--- src/bmp_24bit_stream_encoder_assert.svh ---
// Assertion macros used by the BMP stream encoder's byte serializer.
`ifndef BMP_24BIT_STREAM_ENCODER_ASSERT_SVH
`define BMP_24BIT_STREAM_ENCODER_ASSERT_SVH

// Same-cycle implication, checked on i_clk outside of reset.
`define BMP_ASSERT_IMP(lbl, ante, cons, msg) \
    lbl: assert property (@(posedge i_clk) disable iff (!i_rst_n) (ante) |-> (cons)) \
        else $error(msg);

// Next-cycle implication, checked on i_clk outside of reset.
`define BMP_ASSERT_NXT(lbl, ante, cons, msg) \
    lbl: assert property (@(posedge i_clk) disable iff (!i_rst_n) (ante) |=> (cons)) \
        else $error(msg);

`endif

--- src/bmp_pkg.sv ---
// Types, constants and the header byte lookup for the BMP stream encoder.
package bmp_pkg;

    localparam int unsigned MAX_DIM   = 4096;
    localparam int unsigned DIM_W     = 13;
    localparam int unsigned CNT_W     = 12;
    localparam int unsigned SIZE_W    = 28;
    localparam int unsigned IDX_W     = 6;

    // Register indexes of the configuration port
    localparam logic [1:0] REG_WIDTH  = 2'd0;
    localparam logic [1:0] REG_HEIGHT = 2'd1;
    localparam logic [1:0] REG_GRAY   = 2'd2;

    // Byte positions within one pixel's run
    localparam logic [IDX_W-1:0] IDX_BLUE  = 6'd54;
    localparam logic [IDX_W-1:0] IDX_GREEN = 6'd55;
    localparam logic [IDX_W-1:0] IDX_RED   = 6'd56;
    localparam logic [IDX_W-1:0] IDX_FIRST = 6'd0;

    localparam logic [7:0]  HDR_SIG_B    = 8'h42;
    localparam logic [7:0]  HDR_SIG_M    = 8'h4D;
    localparam logic [31:0] HDR_BYTES    = 32'd54;
    localparam logic [7:0]  HDR_OFFSET   = 8'd54;
    localparam logic [7:0]  HDR_DIB_SIZE = 8'd40;
    localparam logic [7:0]  HDR_PLANES   = 8'd1;
    localparam logic [7:0]  HDR_BPP      = 8'd24;

    typedef struct packed {
        logic [DIM_W-1:0]  width;
        logic [DIM_W-1:0]  height;
        logic              gray;
        logic [SIZE_W-1:0] data_size;
    } t_cfg;

    typedef struct packed {
        logic       hdr;
        logic [7:0] blue;
        logic [7:0] green;
        logic [7:0] red;
        logic       row_end;
        logic       image_end;
    } t_plan;

    function automatic logic [7:0] hdr_byte(
        input logic [IDX_W-1:0]  idx,
        input logic [DIM_W-1:0]  width,
        input logic [DIM_W-1:0]  height,
        input logic [SIZE_W-1:0] data_size
    );
        logic [31:0] total_size;
        logic [7:0]  b;
        total_size = {{(32-SIZE_W){1'b0}}, data_size} + HDR_BYTES;
        case (idx)
            6'd0:    b = HDR_SIG_B;
            6'd1:    b = HDR_SIG_M;
            6'd2:    b = total_size[7:0];
            6'd3:    b = total_size[15:8];
            6'd4:    b = total_size[23:16];
            6'd5:    b = total_size[31:24];
            6'd10:   b = HDR_OFFSET;
            6'd14:   b = HDR_DIB_SIZE;
            6'd18:   b = width[7:0];
            6'd19:   b = {{(16-DIM_W){1'b0}}, width[DIM_W-1:8]};
            6'd22:   b = height[7:0];
            6'd23:   b = {{(16-DIM_W){1'b0}}, height[DIM_W-1:8]};
            6'd26:   b = HDR_PLANES;
            6'd28:   b = HDR_BPP;
            6'd34:   b = data_size[7:0];
            6'd35:   b = data_size[15:8];
            6'd36:   b = data_size[23:16];
            6'd37:   b = {{(32-SIZE_W){1'b0}}, data_size[SIZE_W-1:24]};
            default: b = 8'd0;
        endcase
        return b;
    endfunction

endpackage

--- src/bmp_24bit_stream_encoder.sv ---
// The first byte of a pixel's run passes the holding, run and output registers to m_axis.
// Throughput: one output byte per cycle while m_axis_tready is high, set by the byte-wide output;
// a run holds 3 pixel bytes, width mod 4 pad bytes at a row end, 54 header bytes at image start.
// The input side holds one pending pixel, so the next beat is taken while a run is emitted.
// Reset (synchronous, i_rst_n low): counters cleared, header pending, width 1, height 1, color.
// Top level: 24-bit BMP byte stream encoder, one pixel in, header/pixel/pad bytes out.
module bmp_24bit_stream_encoder
    import bmp_pkg::*;
(
    input  logic             i_clk,
    input  logic             i_rst_n,
    // Pixel input
    input  logic             s_axis_tvalid,
    output logic             s_axis_tready,
    input  logic [23:0]      s_axis_tdata,   // [7:0] red, [15:8] green, [23:16] blue
    // Byte output
    output logic             m_axis_tvalid,
    input  logic             m_axis_tready,
    output logic [7:0]       m_axis_tdata,   // [7:0] out_byte
    output logic             m_axis_tlast,   // last byte caused by a pixel
    output logic             m_axis_tuser,   // [0] end_of_image
    // Configuration writes
    input  logic             i_cfg_we,
    input  logic [1:0]       i_cfg_idx,
    input  logic [DIM_W-1:0] i_cfg_data
);

    t_cfg  cfg;
    t_plan pend;
    logic  pend_valid;
    logic  take;

    // Hold width, height, gray mode and the precomputed pixel-data size
    bmp_cfg u_cfg (
        .i_clk      (i_clk),
        .i_rst_n    (i_rst_n),
        .i_cfg_we   (i_cfg_we),
        .i_cfg_idx  (i_cfg_idx),
        .i_cfg_data (i_cfg_data),
        .o_cfg      (cfg)
    );

    // Take a pixel beat, advance row/column counters, decide header and padding
    bmp_plan u_plan (
        .i_clk        (i_clk),
        .i_rst_n      (i_rst_n),
        .i_valid      (s_axis_tvalid),
        .o_ready      (s_axis_tready),
        .i_red        (s_axis_tdata[7:0]),
        .i_green      (s_axis_tdata[15:8]),
        .i_blue       (s_axis_tdata[23:16]),
        .i_cfg        (cfg),
        .i_take       (take),
        .o_pend_valid (pend_valid),
        .o_pend       (pend)
    );

    // Emit the pending pixel's run one byte per beat through the output register
    bmp_ser u_ser (
        .i_clk        (i_clk),
        .i_rst_n      (i_rst_n),
        .i_pend_valid (pend_valid),
        .i_pend       (pend),
        .o_take       (take),
        .i_cfg        (cfg),
        .o_valid      (m_axis_tvalid),
        .i_ready      (m_axis_tready),
        .o_byte       (m_axis_tdata),
        .o_last       (m_axis_tlast),
        .o_eoi        (m_axis_tuser)
    );

endmodule

--- src/bmp_cfg.sv ---
// Configuration registers with clamping and the registered pixel-data size.
module bmp_cfg
    import bmp_pkg::*;
(
    input  logic             i_clk,
    input  logic             i_rst_n,
    input  logic             i_cfg_we,
    input  logic [1:0]       i_cfg_idx,
    input  logic [DIM_W-1:0] i_cfg_data,
    output t_cfg             o_cfg
);

    logic [DIM_W-1:0]  r_width;
    logic [DIM_W-1:0]  r_height;
    logic              r_gray;
    logic [SIZE_W-1:0] r_data_size;
    logic [DIM_W-1:0]  clamped;
    logic [14:0]       row_bytes;
    logic [14:0]       padded_row;
    logic [SIZE_W-1:0] n_data_size;

    always_comb begin
        if (i_cfg_data == '0) begin
            clamped = DIM_W'(1);
        end else if (i_cfg_data > DIM_W'(MAX_DIM)) begin
            clamped = DIM_W'(MAX_DIM);
        end else begin
            clamped = i_cfg_data;
        end
    end

    // Round the row up to a multiple of four bytes
    assign row_bytes   = 15'(r_width) * 15'd3;
    assign padded_row  = (row_bytes + 15'd3) & ~15'd3;
    assign n_data_size = SIZE_W'(padded_row) * SIZE_W'(r_height);

    always_ff @(posedge i_clk) begin
        if (!i_rst_n) begin
            r_width  <= DIM_W'(1);
            r_height <= DIM_W'(1);
            r_gray   <= 1'b0;
        end else if (i_cfg_we) begin
            case (i_cfg_idx)
                REG_WIDTH:  r_width  <= clamped;
                REG_HEIGHT: r_height <= clamped;
                REG_GRAY:   r_gray   <= i_cfg_data[0];
                default:    ;
            endcase
        end
    end

    always_ff @(posedge i_clk) begin
        r_data_size <= n_data_size;
    end

    assign o_cfg.width     = r_width;
    assign o_cfg.height    = r_height;
    assign o_cfg.gray      = r_gray;
    assign o_cfg.data_size = r_data_size;

endmodule

--- src/bmp_plan.sv ---
// Input stage: pixel/row counters and a one-beat holding register per pixel.
module bmp_plan
    import bmp_pkg::*;
(
    input  logic       i_clk,
    input  logic       i_rst_n,
    input  logic       i_valid,
    output logic       o_ready,
    input  logic [7:0] i_red,
    input  logic [7:0] i_green,
    input  logic [7:0] i_blue,
    input  t_cfg       i_cfg,
    input  logic       i_take,
    output logic       o_pend_valid,
    output t_plan      o_pend
);

    logic [CNT_W-1:0] r_col;
    logic [CNT_W-1:0] r_row;
    logic             r_hdr_done;
    logic             r_pend_valid;
    t_plan            r_pend;
    logic             accept;
    logic             row_end;
    logic             image_end;

    assign o_ready   = !r_pend_valid || i_take;
    assign accept    = i_valid && o_ready;
    assign row_end   = ({1'b0, r_col} + DIM_W'(1)) >= i_cfg.width;
    assign image_end = row_end && (({1'b0, r_row} + DIM_W'(1)) >= i_cfg.height);

    always_ff @(posedge i_clk) begin
        if (!i_rst_n) begin
            r_col        <= '0;
            r_row        <= '0;
            r_hdr_done   <= 1'b0;
            r_pend_valid <= 1'b0;
        end else begin
            if (accept) begin
                r_pend_valid <= 1'b1;
                r_hdr_done   <= !image_end;
                if (row_end) begin
                    r_col <= '0;
                    r_row <= image_end ? '0 : r_row + CNT_W'(1);
                end else begin
                    r_col <= r_col + CNT_W'(1);
                end
            end else if (i_take) begin
                r_pend_valid <= 1'b0;
            end
        end
    end

    always_ff @(posedge i_clk) begin
        if (accept) begin
            r_pend.hdr       <= !r_hdr_done;
            r_pend.red       <= i_red;
            r_pend.green     <= i_cfg.gray ? i_red : i_green;
            r_pend.blue      <= i_cfg.gray ? i_red : i_blue;
            r_pend.row_end   <= row_end;
            r_pend.image_end <= image_end;
        end
    end

    assign o_pend_valid = r_pend_valid;
    assign o_pend       = r_pend;

endmodule

--- src/bmp_ser.sv ---
// Byte serializer: walks header, pixel and padding bytes into the output register.
module bmp_ser
    import bmp_pkg::*;
(
    input  logic       i_clk,
    input  logic       i_rst_n,
    input  logic       i_pend_valid,
    input  t_plan      i_pend,
    output logic       o_take,
    input  t_cfg       i_cfg,
    output logic       o_valid,
    input  logic       i_ready,
    output logic [7:0] o_byte,
    output logic       o_last,
    output logic       o_eoi
);

    logic             r_busy;
    logic [IDX_W-1:0] r_idx;
    t_plan            r_cur;
    logic             r_out_valid;
    logic [7:0]       r_out_byte;
    logic             r_out_last;
    logic             r_out_eoi;
    logic             out_free;
    logic             emit;
    logic [IDX_W-1:0] last_idx;
    logic             is_last;
    logic             cur_done;
    logic             load;
    logic [7:0]       n_byte;

    assign out_free = !r_out_valid || i_ready;
    assign emit     = r_busy && out_free;
    // Padding after a row is width mod 4, since -3w == w (mod 4)
    assign last_idx = r_cur.row_end ? IDX_RED + IDX_W'(i_cfg.width[1:0]) : IDX_RED;
    assign is_last  = r_idx == last_idx;
    assign cur_done = emit && is_last;
    assign load     = i_pend_valid && (!r_busy || cur_done);
    assign o_take   = load;

    always_comb begin
        if (r_idx < IDX_BLUE) begin
            n_byte = hdr_byte(r_idx, i_cfg.width, i_cfg.height, i_cfg.data_size);
        end else if (r_idx == IDX_BLUE) begin
            n_byte = r_cur.blue;
        end else if (r_idx == IDX_GREEN) begin
            n_byte = r_cur.green;
        end else if (r_idx == IDX_RED) begin
            n_byte = r_cur.red;
        end else begin
            n_byte = 8'd0;
        end
    end

    always_ff @(posedge i_clk) begin
        if (!i_rst_n) begin
            r_busy      <= 1'b0;
            r_out_valid <= 1'b0;
        end else begin
            if (load) begin
                r_busy <= 1'b1;
            end else if (cur_done) begin
                r_busy <= 1'b0;
            end
            if (emit) begin
                r_out_valid <= 1'b1;
            end else if (i_ready) begin
                r_out_valid <= 1'b0;
            end
        end
    end

    always_ff @(posedge i_clk) begin
        if (load) begin
            r_cur <= i_pend;
            r_idx <= i_pend.hdr ? IDX_FIRST : IDX_BLUE;
        end else if (emit) begin
            r_idx <= r_idx + IDX_W'(1);
        end
        if (emit) begin
            r_out_byte <= n_byte;
            r_out_last <= is_last;
            r_out_eoi  <= is_last && r_cur.image_end;
        end
    end

    assign o_valid = r_out_valid;
    assign o_byte  = r_out_byte;
    assign o_last  = r_out_last;
    assign o_eoi   = r_out_eoi;

`include "bmp_24bit_stream_encoder_assert.svh"

    `BMP_ASSERT_IMP(a_idx_in_run, r_busy, r_idx <= last_idx, "byte index ran past its run")
    `BMP_ASSERT_IMP(a_eoi_on_last, r_out_valid && r_out_eoi, r_out_last, "image end off a run end")
    `BMP_ASSERT_NXT(a_hdr_from_zero, load && i_pend.hdr, r_busy && r_idx == IDX_FIRST, "header not from zero")
    `BMP_ASSERT_NXT(a_pend_picked_up, i_pend_valid && !r_busy, r_busy, "pending pixel not taken")

endmodule
--- config.mk ---
export PLATFORM = sky130hd
export DESIGN_NAME = bmp_24bit_stream_encoder
export DESIGN_NICKNAME = d
export VERILOG_FILES = /design/src/bmp_pkg.sv /design/src/bmp_24bit_stream_encoder.sv /design/src/bmp_cfg.sv /design/src/bmp_plan.sv /design/src/bmp_ser.sv
export VERILOG_INCLUDE_DIRS = /design/src /design/src/src
export SDC_FILE = /design/constraint.sdc
export NUM_CORES = 1
export LEC_CHECK = 0
export BUFFER_PORTS_ARGS = -buffer_cell sky130_fd_sc_hd__buf_2
export CAP_MARGIN = 10
export CORE_AREA = 2 2 163 165
export DETAILED_ROUTE_END_ITERATION = 12
export DIE_AREA = 0 0 165 167
export PLACE_DENSITY = 0.81
export REMOVE_ABC_BUFFERS = 1
export SYNTH_ARGS = -nofsm -noshare
export SYNTH_HDL_FRONTEND = slang
export SYNTH_SLANG_ARGS = --single-unit
--- constraint.sdc ---
create_clock -name i_clk -period 17.2 [get_ports i_clk]
set_input_delay 3.44 -clock i_clk [delete_from_list [all_inputs] [get_ports i_clk]]
set_output_delay 3.44 -clock i_clk [all_outputs]
set_load 0.01 [all_outputs]
# Word level (Yosys, flattened, before mapping)
# Cells that the tools add are included.
[word_totals] register_bits=150 wordCells=108 inputBits=44 out_inout_bits=12
[op_classes] n_mul=2 reduce_logical=25 n_lt_le_gt_ge=4 n_mux=21 add_sub_neg=8 n_eq_ne=23
[ops] operator="$pmux W8 S18" n=1
[ops] operator="$mux W8" n=6
[ops] operator="$eq A6 B6 Y1 const B" n=7
[ops] operator="$eq A6 B5 Y1 const B" n=6
[ops] operator="$add A28 B6 Y29 const B" n=1
[ops] operator="$add A12 B1 Y13 const B" n=2
[ops] operator="$ge A13 B13 Y1" n=2
[ops] operator="$mul A13 B13 Y26" n=1
[ops] operator="$mux W13" n=2
[ops] operator="$add A12 B1 Y12 const B" n=2
[ops] operator="$mux W12" n=2
[ops] operator="$mux W6" n=4
[ops] operator="$add A15 B2 Y15 const B" n=1
[ops] operator="$mul A13 B2 Y15 const B" n=1
[ops] operator="$gt A13 B13 Y1 const B" n=1
[ops] operator="$logic_not A13 Y1" n=1
[ops] operator="$eq A6 B2 Y1 const B" n=2
[ops] operator="$eq A6 B3 Y1 const B" n=2
[ops] operator="$eq A6 B4 Y1 const B" n=2
[ops] operator="$reduce_and A2 Y1" n=4
[ops] operator="$reduce_bool A2 Y1" n=4
[ops] operator="$add A6 B1 Y6 const B" n=1
[ops] operator="$eq A6 B1 Y1 const B" n=1
[ops] operator="$eq A6 B6 Y1" n=1
[ops] operator="10 further kinds" n=26

# Depth between registers and ports, before layout
[logic_depth] ltp_word=9 depth_mapped=27 mapped_depth_nobuf=25

# Modules after synthesis
# A second synthesis with hierarchy kept.
[hier_totals] hier_cells=1578 area_unflattened_um2=14336.2
[by_module_without_submodules] mod="bmp_cfg" instances=1 seq_area_each_um2=1061.0 area_per_inst_um2=8032.7 cells_per_inst=912
[by_module_without_submodules] mod="bmp_plan" instances=1 seq_area_each_um2=1331.3 area_per_inst_um2=3154.3 cells_per_inst=342
[by_module_without_submodules] mod="bmp_ser" instances=1 seq_area_each_um2=1301.2 area_per_inst_um2=3149.3 cells_per_inst=324

# Least setup slack after synthesis
# Ideal clock, no wire load.
[synth_timing] kind="input -> output" start="input m_axis_tready" end="output s_axis_tready" n_path_buf=0 slack_ns=9.892 required_ns=13.760 path_stages=3 arrival_time_ns=3.868 path_cell_list="nor2b_1 > a211o_1 > nand2_1"
[synth_between] elab_chain_len=6
[synth_rtl] element="start, declared" line="bmp_24bit_stream_encoder.sv:18" rtl="input logic m_axis_tready,"
[synth_rtl] element="$logic_or A1 B1 Y1" line="bmp_ser.sv:33" rtl="assign out_free = !r_out_valid || i_ready;"
[synth_rtl] element="$logic_and A1 B1 Y1" line="bmp_ser.sv:34" rtl="assign emit = r_busy && out_free;"
[synth_rtl] element="$logic_and A1 B1 Y1" line="bmp_ser.sv:38" rtl="assign cur_done = emit && is_last;"
[synth_rtl] element="$logic_or A1 B1 Y1" line="bmp_ser.sv:39" rtl="assign load = i_pend_valid && (!r_busy || cur_done);"
[synth_rtl] element="$logic_and A1 B1 Y1" line="bmp_ser.sv:39"
[synth_rtl] element="$logic_or A1 B1 Y1" line="bmp_plan.sv:27" rtl="assign o_ready = !r_pend_valid || i_take;"
[synth_rtl] element="end, declared" line="bmp_24bit_stream_encoder.sv:14" rtl="output logic s_axis_tready,"
# No other way between the ends.

# Worst setup path after layout
[layout_timing] start="register u_cfg.r_width[1]" end="register u_cfg.r_data_size[27]"
[layout_between] elab_chain_len=3
[layout_rtl] element="start, declared" line="bmp_cfg.sv:13" rtl="logic [DIM_W-1:0] r_width;"
[layout_rtl] element="start signal, assigned" line="bmp_cfg.sv:44" rtl="REG_WIDTH: r_width <= clamped;"
[layout_rtl] element="$mul A13 B2 Y15" line="bmp_cfg.sv:33" rtl="assign row_bytes = 15'(r_width) * 15'd3;"
[layout_rtl] element="$add A15 B2 Y15" line="bmp_cfg.sv:34" rtl="assign padded_row = (row_bytes + 15'd3) & ~15'd3;"
[layout_rtl] element="$mul A13 B13 Y26" line="bmp_cfg.sv:35" rtl="assign n_data_size = SIZE_W'(padded_row) * SIZE_W'(r_height);"
[layout_rtl] element="named net u_cfg.n_data_size[27]" line="bmp_cfg.sv:20" rtl="logic [SIZE_W-1:0] n_data_size;"
[layout_rtl] element="end signal, assigned" line="bmp_cfg.sv:53" rtl="r_data_size <= n_data_size;"
[layout_rtl] element="end, declared" line="bmp_cfg.sv:16" rtl="logic [SIZE_W-1:0] r_data_size;"
# The timed path passes the listed nets, and every way through them passes these cells.
# A chain may end at the register's enable or synchronous reset.

==> impl_metrics.yaml <==
logic_synthesis:
  ys_ff_latch: 150
  syn_inst: 1557
  synth_edf_count: 69
  synth_area_leader_cell: "fa_1"
  synth_ff_type: "dfxtp_1"
  synth_area_um2: 13900
  synth_area_leaders: "fa_1 (17%), edfxtp_1 (15%), dfxtp_1 (12%)"
  synth_top_cell_area_share_pct: 17.4
  synth_cell_type_count: 75
  async_flop_share_pct: 0
  ys_warn_count: 0
  synth_seq_area_share_pct: 26.5
  syn-mean-instance-area_um2: 8.96
cts:
  cts.sinks: 150
  htree_num_levels: 4
  cts_buffer_depth: 2
  cts_resized: 0
  postCtsSetupBuffers: 0
  cts_tree: "yes"
  holdBufCountCts: 0
  clockRootBuffer: "clkbuf_16"
  insertion_delay_ns: 0.44
  path_clk_slew_ns: 0.06
  numCtsBuffers: 17
worst_setup_path:
  path_common_cell: "fa_1"
  r2r_slack_ns: 9.35
  slowest_stage: "xnor2_1"
  crit_fanout: 13
  cp-startpoint: "u_cfg.r_width[1]$_SDFFE_PN0P_"
  worstSetupPathType: "register to register"
  path_cells: "ha_1 -> ha_1 -> a31oi_1 -> o21ai_0 -> a32o_1 -> nor2_1 -> xnor2_1 -> and2_1 -> fa_1 -> fa_1 -> fa_1 -> fa_1 -> inv_1 -> fa_1 -> inv_1 -> ha_1 -> a21oi_1 -> o21ai_0 -> or4b_2 -> a31o_2 -> a31oi_1 -> xnor2_1"
  crit_path_end_kind: "register"
  r2r_end: "u_cfg.r_data_size[27]$_DFF_P_"
  worstRegToRegCells: 22
  worst_path_largest_cell_delay_ns: 0.93
  critPathCapture: "u_cfg.r_data_size[27]$_DFF_P_"
  critical_path_arrival_ns: 8.19
  r2r_start: "u_cfg.r_width[1]$_SDFFE_PN0P_"
  worstPathRequired_ns: 17.55
  cp-start-kind: "register"
die:
  die_x_um: 165
  rows: 59
  core_area_um2: 25800
  die_y_um: 167
  ios: 56
  start_util_pct: 54.1
  die_area_um2: 27600
worst_hold_path:
  worstHoldStart: "u_plan.o_pend[16]$_DFFE_PP_"
  hold_class: "register to register"
power_and_ir_drop:
  ir_worst_vdd_uv: 66.9
  p_per_area_nw_per_um2: 61.9
  leakage_nw: 6.63
sta:
  final_max_slew_viol_count: 0
  slew_headroom_pct: 13.3
  clock-skew-final_ns: 0.0150
  setup_tns_ns: 0
  max_freq_ghz: 0.127
  setup_viol: 0
  finalHoldViolCount: 0
  fin_crit_sh_pct: 45.6
  period_needed_ns: 7.85
  tightest_slew_ns: 1.29
  rsz0062_at_grt: "no"
global_routing:
  grt_usage_pct: 27.0
  grt_max_degree: 49
  grt_pass1_vias: 11600
  antenna_found_initial: 0
  grt_pass1_wl_um: 58400
  overflow: 0
final_layout:
  finalNonFillerCells: 1928
  area_delta_synth_final_pct: 8.26
  drive_gt1_share_pct: 7.66
  antenna_cells: 0
  fill_cells: 2097
  final_nets: 1872
place:
  portBuffers: 55
  dp_hpwl_um: 27200
  gp_congestion: 0.957
  place_inst: 1895
flow_run:
  cap_violations: 0
detailed_routing:
  wl_per_cell_um: 18.6
  routed_wirelength_um: 35800
  firstDrtPassIters: 6
  vias: 11500
  remaining_drc_errors: 0
  ant_nets: 0
  drt_iter0_markers: 982
  routed_via_density: 5.99
run_status:
  status: "finished, final reports clean"
==> metrics by stage <==
step	util [%]	hold slack [ns]	power, mW	setup WS [ns]	instance area, um2
floorplan	-	0.400	0.501	9.89	13700
global route	58.6	0.424	0.969	8.86	15100
detailed placement	56.2	0.405	0.552	9.47	14500
global placement	56.2	0.401	0.548	9.60	14500
CTS	58.6	0.420	0.933	9.44	15100
finish	58.6	0.420	0.935	9.35	15100
==> worst min path at each step <==
stage	end	slack, ns	depth (start not counted)
2_1_floorplan	u_ser.r_cur[0]$_DFFE_PP_	0.40	0
3_3_place_gp	u_ser.r_cur[10]$_DFFE_PP_	0.40	0
3_5_place_dp	u_ser.r_cur[16]$_DFFE_PP_	0.40	0
4_1_cts	u_ser.r_cur[16]$_DFFE_PP_	0.42	0
5_1_grt	u_ser.r_cur[21]$_DFFE_PP_	0.42	0
6_report	u_ser.r_cur[16]$_DFFE_PP_	0.42	0
==> report_power, final <==
part,switching (mW),internal (mW),total [mW]
clock network,0.165,0.220,0.385
logic,0.0807,0.0471,0.128
registers,0.0254,0.396,0.421
total,0.271,0.664,0.935
==> layer usage <==
layer,global-route usage [%],routed length (um),vias up
met5,0,0,-
met4,10.1,1280,0
met3,4.68,3090,94
met2,44.6,17100,531
met1,35.6,14300,5595
li1,-,-,5322
==> synth_stat cells, types with 9 or more instances <==
master and n:
a31oi_1 12, nor2b_1 19, nor3_1 17, and3_1 21, a221oi_1 9, ha_1 127, a21o_1 9, or3_1 13
xor2_1 24, dfxtp_1 81, o211ai_1 17, inv_1 209, xnor2_1 54, nand3_1 48, nor2_1 73, o21ai_0 40
nand2b_1 11, a21oi_1 85, edfxtp_1 69, and2_1 66, o22ai_1 10, nand4_1 15, nand2_1 191, fa_1 121
clkbuf_1 47
==> layout by cell type, fill, tap and decap left out, drive strengths merged, types with 8 or more instances in the layout <==
cell type / count
o211ai: 18
ha: 127
nor2: 73
nand4: 15
o21ai: 48
a21boi: 11
nor3: 18
edfxtp: 69
xor2: 24
or4: 8
nor3b: 8
xnor2: 54
and3: 21
nand3: 48
dfxtp: 81
or3: 13
buf: 70
and2: 66
nand2b: 11
a221oi: 9
inv: 219
a21o: 9
a21oi: 89
a31oi: 12
fa: 121
nor2b: 19
clkbuf: 17
o22ai: 10
nor4: 8
nand2: 191
==> final cells by class <==
class / count / area (um2) / share of cell area (%)
Sequential cell: 150 / 3690 / 24.5
Multi-Input combinational cell: 1131 / 9200 / 60.9
Inverter: 210 / 788 / 5.22
Clock buffer: 17 / 425 / 2.82
Clock inverter: 15 / 185 / 1.23
Tap cell: 335 / 419 / 2.78
Timing Repair Buffer: 70 / 388 / 2.57
==> sequential cells by signal, indices dropped and copies added (netlist names), 6 cells and up <==
name	flops
u_ser.o_byte	8
u_plan.r_row	12
u_cfg.r_width	13
u_ser.r_cur	26
u_cfg.r_height	13
u_cfg.r_data_size	26
u_plan.o_pend	27
u_ser.r_idx	6
u_plan.r_col	12
==> critical path, delay by kind of cell, from the launching register on <==
family,cells,cell delay (ns)
DFF,1,0.55
AOI/OAI and AO/OA,7,1.67
and+or+nand+nor,3,0.99
adders and majority gates,8,3.35
xor gates and xnor gates,2,1.09
buffers and inverters,2,0.09
==> logic make-up after synthesis <==
| logic type | share of synthesized area, % |
|---|---|
| AND/OR/NAND/NOR | 18.7 |
| multiplexers | 0.368 |
| buffers and inverters | 7.63 |
| XOR/XNOR | 4.90 |
| adder cells (fa/ha/maj) | 28.8 |
| AO/OA/AOI/OAI | 13.2 |
| flip-flops | 26.5 |
No activity file was read; power rests on OpenSTA's default activity.
